--- config.mk ---
export PLATFORM = sky130hd
export DESIGN_NAME = round_robin_run_queue
export DESIGN_NICKNAME = d
export VERILOG_FILES = /design/src/sv/rrq_pkg.sv /design/src/sv/rrq_cell.sv /design/src/sv/rrq_ctrl.sv /design/src/sv/round_robin_run_queue.sv
export VERILOG_INCLUDE_DIRS = /design/src /design/src/sv
export SDC_FILE = /design/constraint.sdc
export NUM_CORES = 1
export LEC_CHECK = 0
export ABC_AREA = 1
export BUFFER_PORTS_ARGS = -buffer_cell sky130_fd_sc_hd__buf_2
export CORE_UTILIZATION = 57
export DETAILED_ROUTE_END_ITERATION = 10
export PLACE_DENSITY = 0.71
export SLEW_MARGIN = 10
export SYNTH_ARGS = -nofsm -noshare
export SYNTH_HDL_FRONTEND = slang
export SYNTH_SLANG_ARGS = --single-unit
--- constraint.sdc ---
create_clock -name clock -period 9.9 [get_ports clock]
set_input_delay 0.99 -clock clock [delete_from_list [all_inputs] [get_ports clock]]
set_output_delay 0.99 -clock clock [all_outputs]
set_load 0.01 [all_outputs]
--- src/sv/round_robin_run_queue_macros.svh ---
// Assertion macros for the run queue controller.
`ifndef ROUND_ROBIN_RUN_QUEUE_MACROS_SVH
`define ROUND_ROBIN_RUN_QUEUE_MACROS_SVH

// Checks a property on every rising clock edge outside of reset.
`define RRQ_ASSERT(lbl, prop, msg) \
   lbl: assert property (@(posedge clock) disable iff (reset) prop) else $error(msg);

// Checks that a condition never holds outside of reset.
`define RRQ_NEVER(lbl, cond, msg) \
   lbl: assert property (@(posedge clock) disable iff (reset) !(cond)) else $error(msg);

`endif

--- src/sv/rrq_pkg.sv ---
`timescale 1ns / 1ps
package rrq_pkg;

   localparam int RRQ_QUEUE_DEPTH = 16;
   localparam int RRQ_ID_BITS     = 15;

   typedef enum logic [1:0] {
      OP_ADD     = 2'd0,
      OP_PICK    = 2'd1,
      OP_LOOKUP  = 2'd2,
      OP_UNREADY = 2'd3
   } op_type;

   typedef enum logic [1:0] {
      ST_OK   = 2'd0,
      ST_MISS = 2'd1,
      ST_FULL = 2'd2
   } status_type;

   typedef enum logic [2:0] {
      S_IDLE,
      S_ADD,
      S_DROP,
      S_SCAN,
      S_DONE
   } state_type;

   typedef enum logic [2:0] {
      CELL_HOLD,
      CELL_WRITE,
      CELL_SHIFT,
      CELL_ROTATE,
      CELL_ROTATE_CLR
   } cell_op_type;

endpackage

--- src/sv/rrq_cell.sv ---
`timescale 1ns / 1ps
module rrq_cell import rrq_pkg::*; #(
   parameter int ID_BITS = RRQ_ID_BITS
) (
   input  logic               clock,
   input  logic               reset,
   input  cell_op_type        cell_op,
   input  logic               sel_write,
   input  logic               sel_last,
   input  logic [ID_BITS-1:0] write_id,
   input  logic [ID_BITS-1:0] next_id,
   input  logic               next_ready,
   input  logic [ID_BITS-1:0] head_id,
   input  logic               head_ready,
   output logic [ID_BITS-1:0] id_out,
   output logic               ready_out
);

   logic [ID_BITS-1:0] id_ff, id_in;
   logic               ready_ff, ready_in;

   always_comb begin
      id_in    = id_ff;
      ready_in = ready_ff;
      case (cell_op)
         CELL_WRITE: begin
            if (sel_write) begin
               id_in    = write_id;
               ready_in = 1'b1;
            end
         end
         CELL_SHIFT: begin
            id_in    = next_id;
            ready_in = next_ready;
         end
         CELL_ROTATE: begin
            id_in    = sel_last ? head_id : next_id;
            ready_in = sel_last ? head_ready : next_ready;
         end
         CELL_ROTATE_CLR: begin
            id_in    = sel_last ? head_id : next_id;
            ready_in = sel_last ? 1'b0 : next_ready;
         end
         default: begin
         end
      endcase
   end

   always_ff @(posedge clock) begin
      id_ff <= id_in;
      if (reset) begin
         ready_ff <= 1'b0;
      end else begin
         ready_ff <= ready_in;
      end
   end

   assign id_out    = id_ff;
   assign ready_out = ready_ff;

endmodule

--- src/sv/rrq_ctrl.sv ---
`timescale 1ns / 1ps
`include "round_robin_run_queue_macros.svh"
module rrq_ctrl import rrq_pkg::*; #(
   parameter int QUEUE_DEPTH = RRQ_QUEUE_DEPTH,
   parameter int ID_BITS     = RRQ_ID_BITS,
   localparam int CW         = $clog2(QUEUE_DEPTH + 1),
   localparam int IN_W       = ((2 + ID_BITS + 7) / 8) * 8,
   localparam int OUT_W      = ((ID_BITS + 4 + 7) / 8) * 8
) (
   input  logic               clock,
   input  logic               reset,
   input  logic               req_tvalid,
   output logic               req_tready,
   input  logic [IN_W-1:0]    req_tdata,
   output logic               rsp_tvalid,
   input  logic               rsp_tready,
   output logic [OUT_W-1:0]   rsp_tdata,
   input  logic [ID_BITS-1:0] head_id,
   input  logic               head_ready,
   output cell_op_type        cell_op,
   output logic [CW-1:0]      entry_count,
   output logic [ID_BITS-1:0] write_id
);

   state_type          state_ff, state_in;
   op_type             op_ff, op_in;
   logic [ID_BITS-1:0] pid_ff, pid_in;
   logic [CW-1:0]      count_ff, count_in;
   logic [CW-1:0]      step_ff, step_in;
   logic               hit_ff, hit_in;
   logic [ID_BITS-1:0] res_pid_ff, res_pid_in;
   logic               res_found_ff, res_found_in;
   logic               res_ready_ff, res_ready_in;
   status_type         res_status_ff, res_status_in;
   logic               rsp_valid_ff, rsp_valid_in;
   logic [ID_BITS-1:0] rsp_pid_ff, rsp_pid_in;
   logic               rsp_found_ff, rsp_found_in;
   logic               rsp_ready_ff, rsp_ready_in;
   status_type         rsp_status_ff, rsp_status_in;
   logic               out_free;
   logic               match;

   assign out_free = !rsp_valid_ff || rsp_tready;
   assign match    = (head_id == pid_ff) && !hit_ff;

   always_comb begin
      state_in = state_ff;
      case (state_ff)
         S_IDLE: begin
            if (req_tvalid) begin
               case (op_type'(req_tdata[1:0]))
                  OP_ADD:  state_in = S_ADD;
                  OP_PICK: state_in = S_DROP;
                  default: state_in = S_SCAN;
               endcase
            end
         end
         S_ADD: state_in = S_DONE;
         S_DROP: begin
            if (count_ff == '0 || head_ready) begin
               state_in = S_DONE;
            end
         end
         S_SCAN: begin
            if (step_ff == count_ff) begin
               state_in = S_DONE;
            end
         end
         S_DONE: begin
            if (out_free) begin
               state_in = S_IDLE;
            end
         end
         default: state_in = S_IDLE;
      endcase
   end

   always_comb begin
      req_tready    = (state_ff == S_IDLE);
      cell_op       = CELL_HOLD;
      op_in         = op_ff;
      pid_in        = pid_ff;
      count_in      = count_ff;
      step_in       = step_ff;
      hit_in        = hit_ff;
      res_pid_in    = res_pid_ff;
      res_found_in  = res_found_ff;
      res_ready_in  = res_ready_ff;
      res_status_in = res_status_ff;
      rsp_valid_in  = rsp_valid_ff && !rsp_tready;
      rsp_pid_in    = rsp_pid_ff;
      rsp_found_in  = rsp_found_ff;
      rsp_ready_in  = rsp_ready_ff;
      rsp_status_in = rsp_status_ff;
      case (state_ff)
         S_IDLE: begin
            if (req_tvalid) begin
               op_in         = op_type'(req_tdata[1:0]);
               pid_in        = req_tdata[2 +: ID_BITS];
               step_in       = '0;
               hit_in        = 1'b0;
               res_pid_in    = '0;
               res_found_in  = 1'b0;
               res_ready_in  = 1'b0;
               res_status_in = ST_MISS;
            end
         end
         S_ADD: begin
            if (count_ff < CW'(QUEUE_DEPTH)) begin
               cell_op       = CELL_WRITE;
               count_in      = count_ff + 1'b1;
               res_status_in = ST_OK;
            end else begin
               res_status_in = ST_FULL;
            end
         end
         S_DROP: begin
            if (count_ff != '0) begin
               if (!head_ready) begin
                  cell_op  = CELL_SHIFT;
                  count_in = count_ff - 1'b1;
               end else begin
                  cell_op       = CELL_ROTATE;
                  res_pid_in    = head_id;
                  res_found_in  = 1'b1;
                  res_ready_in  = 1'b1;
                  res_status_in = ST_OK;
               end
            end
         end
         S_SCAN: begin
            if (step_ff != count_ff) begin
               step_in = step_ff + 1'b1;
               cell_op = (match && op_ff == OP_UNREADY) ? CELL_ROTATE_CLR : CELL_ROTATE;
               if (match) begin
                  hit_in        = 1'b1;
                  res_pid_in    = head_id;
                  res_found_in  = 1'b1;
                  res_ready_in  = (op_ff == OP_UNREADY) ? 1'b0 : head_ready;
                  res_status_in = ST_OK;
               end
            end
         end
         S_DONE: begin
            if (out_free) begin
               rsp_valid_in  = 1'b1;
               rsp_pid_in    = res_pid_ff;
               rsp_found_in  = res_found_ff;
               rsp_ready_in  = res_ready_ff;
               rsp_status_in = res_status_ff;
            end
         end
         default: begin
         end
      endcase
   end

   always_ff @(posedge clock) begin
      if (reset) begin
         state_ff     <= S_IDLE;
         count_ff     <= '0;
         rsp_valid_ff <= 1'b0;
      end else begin
         state_ff     <= state_in;
         count_ff     <= count_in;
         rsp_valid_ff <= rsp_valid_in;
      end
      op_ff         <= op_in;
      pid_ff        <= pid_in;
      step_ff       <= step_in;
      hit_ff        <= hit_in;
      res_pid_ff    <= res_pid_in;
      res_found_ff  <= res_found_in;
      res_ready_ff  <= res_ready_in;
      res_status_ff <= res_status_in;
      rsp_pid_ff    <= rsp_pid_in;
      rsp_found_ff  <= rsp_found_in;
      rsp_ready_ff  <= rsp_ready_in;
      rsp_status_ff <= rsp_status_in;
   end

   assign rsp_tvalid  = rsp_valid_ff;
   assign rsp_tdata   = OUT_W'({rsp_status_ff, rsp_ready_ff, rsp_found_ff, rsp_pid_ff});
   assign entry_count = count_ff;
   assign write_id    = pid_ff;

   `RRQ_NEVER(count_in_range, count_ff > CW'(QUEUE_DEPTH), "entry count exceeds queue depth")
   `RRQ_ASSERT(accept_leaves_idle, (req_tvalid && req_tready) |=> (state_ff != S_IDLE), "accepted transfer did not start work")
   `RRQ_ASSERT(count_moves_by_one, (count_ff == $past(count_ff)) || (count_ff == $past(count_ff) + 1'b1) || (count_ff + 1'b1 == $past(count_ff)), "entry count jumped")
   `RRQ_ASSERT(full_add_keeps_count, (state_ff == S_ADD && count_ff == CW'(QUEUE_DEPTH)) |=> (count_ff == CW'(QUEUE_DEPTH)), "add to a full queue changed the count")

endmodule

--- src/sv/round_robin_run_queue.sv ---
// Round-robin run queue of task identifiers held in a chain of cells, cell zero being the
// head. A request transfer carries op in req_tdata[1:0] and task_pid above it; each request
// gives one response transfer. Pick drops each not-ready entry it finds at the head, and
// lookup or mark-not-ready walks the whole queue once past cell zero, the chain rotating by
// one position per cycle. When the response register is loaded the controller returns to
// idle and then accepts the next request. A new request is accepted while the previous
// response still waits to be taken, but its own response then waits in the final step until
// the output register is free.
`timescale 1ns / 1ps
module round_robin_run_queue import rrq_pkg::*; #(
   parameter int QUEUE_DEPTH = RRQ_QUEUE_DEPTH,
   parameter int ID_BITS     = RRQ_ID_BITS,
   localparam int CW         = $clog2(QUEUE_DEPTH + 1),
   localparam int IN_W       = ((2 + ID_BITS + 7) / 8) * 8,
   localparam int OUT_W      = ((ID_BITS + 4 + 7) / 8) * 8
) (
   input  logic             clock,
   input  logic             reset,
   input  logic             req_tvalid,
   output logic             req_tready,
   input  logic [IN_W-1:0]  req_tdata,   // op, task_pid
   output logic             rsp_tvalid,
   input  logic             rsp_tready,
   output logic [OUT_W-1:0] rsp_tdata    // result_pid, found, entry_ready, status
);

   logic [ID_BITS-1:0] cell_id    [QUEUE_DEPTH];
   logic               cell_ready [QUEUE_DEPTH];
   cell_op_type        cell_op;
   logic [CW-1:0]      entry_count;
   logic [ID_BITS-1:0] write_id;

   rrq_ctrl #(
      .QUEUE_DEPTH(QUEUE_DEPTH),
      .ID_BITS    (ID_BITS)
   ) u_ctrl (
      .clock      (clock),
      .reset      (reset),
      .req_tvalid (req_tvalid),
      .req_tready (req_tready),
      .req_tdata  (req_tdata),
      .rsp_tvalid (rsp_tvalid),
      .rsp_tready (rsp_tready),
      .rsp_tdata  (rsp_tdata),
      .head_id    (cell_id[0]),
      .head_ready (cell_ready[0]),
      .cell_op    (cell_op),
      .entry_count(entry_count),
      .write_id   (write_id)
   );

   for (genvar i = 0; i < QUEUE_DEPTH; i++) begin : g_cell
      logic [ID_BITS-1:0] next_id;
      logic               next_ready;

      if (i == QUEUE_DEPTH - 1) begin : g_end
         assign next_id    = '0;
         assign next_ready = 1'b0;
      end else begin : g_mid
         assign next_id    = cell_id[i+1];
         assign next_ready = cell_ready[i+1];
      end

      rrq_cell #(
         .ID_BITS(ID_BITS)
      ) u_cell (
         .clock     (clock),
         .reset     (reset),
         .cell_op   (cell_op),
         .sel_write (entry_count == CW'(i)),
         .sel_last  (entry_count == CW'(i + 1)),
         .write_id  (write_id),
         .next_id   (next_id),
         .next_ready(next_ready),
         .head_id   (cell_id[0]),
         .head_ready(cell_ready[0]),
         .id_out    (cell_id[i]),
         .ready_out (cell_ready[i])
      );
   end

endmodule
==> results by group <==
Timing
  – Final min period: 4.01 ns
  – Final setup viols: 0
  – Fin crit share: 40.5%
  – Slew HR: 21.3%
  – Max Slew Vio Count: 0
  – Final Skew: 0.00936 ns
  – Final setup margin: 5.89 ns
  – Setup Total Neg Slack: 0 ns
  – FMAX: 250 MHz
  – Worst-margin pin slew: 1.18 ns
  – Unrepaired setup endpoints after global routing: no
  – Final hold violation count: 0

GRT
  – Total track usage: 24.3%
  – Gr ovfl total: 0
  – Initial antenna violation count: 0
  – Largest net degree at the start of global routing: 107
  – Global-route wire length before repair: 62.6 mm
  – Vias in the first global route: 12800

Status
  – Status: completed

Placement
  – Inst Count DP: 2334
  – Hpwl dp: 24.7 mm
  – RD Place Congestion: 0.831
  – Port-buffer cells: 41
  – Dpl ws: 5.98 ns

Drt
  – Routed len/inst: 15.7 µm
  – Via Count: 13500
  – Drt initial violations: 1171
  – Routed wire length: 37.8 mm
  – Post-route DRC: 0
  – Via-to-Cell Ratio: 5.63
  – Drt pass-1 iters: 5
  – Antenna Violating Nets Remaining: 0

Clock tree
  – # resized after CTS: 0
  – Clk root buf: clkbuf_16
  – Cts hold-fix bufs: 0
  – CTS Buf Count: 37
  – Clk slew on worst S/H paths: 0.06 ns
  – Clk_lat worst skew: 0.51 ns
  – CTS tree: built
  – Max Root-Sink Buffers: 3
  – CTS sink count: 326
  – Number of H-tree levels: 2
  – Setup bufs post-CTS: 0

Power and ir drop
  – Power Internal: 3.97 mW
  – Comb pwr share: 34.7%
  – Power share of the clock group: 20.8%
  – Power Density: 344 nW/µm²
  – Sequential share of power: 44.5%
  – Max IR drop VDD: 0.167 mV
  – Net Sw Power: 2.51 mW
  – Leak: 7.05 nW
  – Net Sw Frac: 38.8%

Worst setup path
  – Most used cell, CP: nand2_1
  – Crit end category: register
  – Critical Path AT: 4.21 ns
  – Critical path, cell by cell: inv_2 > nand2_1 > nand2_1 > nor2_1 > nand2_1 > nor2_2 > nand3_1 > nand2_2 > nand3_4 > buf_4 > nand2_1 > o211ai_1
  – Worst Path Class, Setup: reg2reg
  – Critical Path Start Type: register
  – CP max-delay cell: edfxtp_1
  – CP peak stage delay: 0.84 ns
  – Maximum fanout along the worst path: 101
  – Required time of the critical path: 10.11 ns

Yosys
  – Mapped Area: 17500 µm²
  – Mapped Cells: 2040
  – YS warnings: 0
  – #FFs+latches synth: 326
  – Syn Area/Cell: 8.60 µm²
  – Unique masters post-synth: 34
  – Sequential fraction of the synthesis area: 54.4%

Floorplanning
  – Std cell rows: 63
  – Die ar.: 31500 µm²
  – Initial Util: 58.5%
  – Boundary Pins: 54
  – Die width: 177 µm
  – Die Y: 177 µm
  – Core area: 30000 µm²

Layout
  – Ratio of cells with drive above 1 in the final layout: 8.15%
  – Layout Nets: 2018
  – Multi-input gate area: 6200 µm²
  – Filler Cell Count: 2365
  – Register area: 9540 µm²
  – Area grow syn2layout: 7.63%
  – Final core occ: 63.0%
  – Non-Filler Instances: 2402
  – Number of diodes: 0

Min path
  – Hold Path Class: reg2reg

Flow run
  – Max-cap violations: 0
[worst paths after layout]
check / start / end / slack [ns] / cells past startpoint
worst max-delay path: g_cell[0].u_cell.id_out[9]$_DFFE_PP_ / g_cell[13].u_cell.id_out[11]$_DFFE_PP_ / 5.89 / 12
worst min-delay path: u_ctrl.res_status_ff[1]$_DFFE_PP_ / u_ctrl.rsp_status_ff[1]$_DFFE_PP_ / 0.41 / 0
worst max register to register: g_cell[0].u_cell.id_out[9]$_DFFE_PP_ / g_cell[13].u_cell.id_out[11]$_DFFE_PP_ / 5.89 / 12
worst min register to register: u_ctrl.res_status_ff[1]$_DFFE_PP_ / u_ctrl.rsp_status_ff[1]$_DFFE_PP_ / 0.41 / 0
[sequential cells by signal (all words and copies together), names as in the netlist, 2 cells and up]
register,flops
g_cell.u_cell.ready_out,16
u_ctrl.rsp_status_ff,2
u_ctrl.entry_count,5
u_ctrl.rsp_pid_ff,15
u_ctrl.write_id,15
u_ctrl.step_ff,5
u_ctrl.state_ff,3
g_cell.u_cell.id_out,240
u_ctrl.res_status_ff,2
u_ctrl.res_pid_ff,15
u_ctrl.op_ff,2
[metrics by stage]
step | total power [mW] | hold slack (ns) | area [µm²]
3_3_place_gp | 4.96 | 0.401 | 17700
2_1_floorplan | 4.53 | 0.400 | 17600
6_report | 6.48 | 0.414 | 18900
3_5_place_dp | 5.13 | 0.405 | 17700
5_1_grt | 6.91 | 0.423 | 18900
4_1_cts | 6.49 | 0.416 | 18900
[Yosys cell counts, drive strengths merged]
cell type / count / area, µm²
clkinv: 2 / 7.51
dfxtp: 25 / 500
nand4: 3 / 18.8
inv: 301 / 1130
nand3: 24 / 125
o21ai: 249 / 1250
o211ai: 211 / 1580
clkbuf: 82 / 308
xor2: 4 / 35.0
nand2: 602 / 2290
nor3: 17 / 108
edfxtp: 301 / 9040
a211oi: 1 / 7.51
conb: 1 / 3.75
nor4: 2 / 12.5
ha: 7 / 87.6
buf: 75 / 423
a211o: 1 / 8.76
a311oi: 1 / 8.76
xnor2: 6 / 52.6
a21oi: 42 / 210
o21bai: 1 / 7.51
o31ai: 1 / 7.51
nor2: 81 / 312
[power groups by stage]
stage / Clock (mW) / Sequential, mW / Combinational [mW]
after floorplan: 0 / 2.69 / 1.84
after global placement: 0 / 2.87 / 2.08
after detailed placement: 0 / 2.90 / 2.22
after CTS: 1.36 / 2.88 / 2.24
after global routing: 1.41 / 2.96 / 2.54
final: 1.35 / 2.88 / 2.25
[cell families (layout without fill, tap and decap cells)]
group | Yosys count | count (layout) | share of synthesized area (%)
compound gates | 507 | 507 | 17.6
xor+xnor | 10 | 10 | 0.499
fa+ha+maj | 7 | 7 | 0.499
buf+inv | 460 | 428 | 10.7
flops | 326 | 326 | 54.4
other cells | 1 | 5 | 0.0214
simple gates | 729 | 729 | 16.3
[final cells by class]
type	count	area share, %
tap	390	2.59
clock inverter	15	0.756
multi-input combinational	1258	32.9
inverter	303	6.03
timing repair buffer	57	1.72
clock buffer	53	5.50
sequential	326	50.5
[layer usage]
metal	track usage [%]	vias up	part of all wire, %
met4	6.77	0	2.0
met2	41.8	354	49
met5	0	-	0
met1	32.4	6403	45
met3	2.63	58	4.7
li1	-	6709	-
[worst max-delay path, delay by kind of cell, from the launching register on]
family / cells / cell delay, ns
AOI/OAI and AO/OA: 1 / 0.13
and+or+nand+nor: 9 / 1.81
buffers and inverters: 2 / 0.87
DFF: 1 / 0.84
[cell usage in the layout, fill, tap and decap left out, drive strengths merged]
cell    synthesis  routed
clkbuf         82      53
edfxtp        301     301
inv           301     302
bufinv          0       3
clkinv          2      13
conb            1       5
nor4            2       2
o21bai          1       1
a211o           1       1
nor3           17      17
xnor2           6       6
o31ai           1       1
nand4           3       3
nand3          24      24
o21ai         249     249
xor2            4       4
nor2           81      81
nand2         602     602
ha              7       7
buf            75      57
dfxtp          25      25
o211ai        211     211
a211oi          1       1
a311oi          1       1
a21oi          42      42
Note: power is estimated with default switching activity, not from simulation.
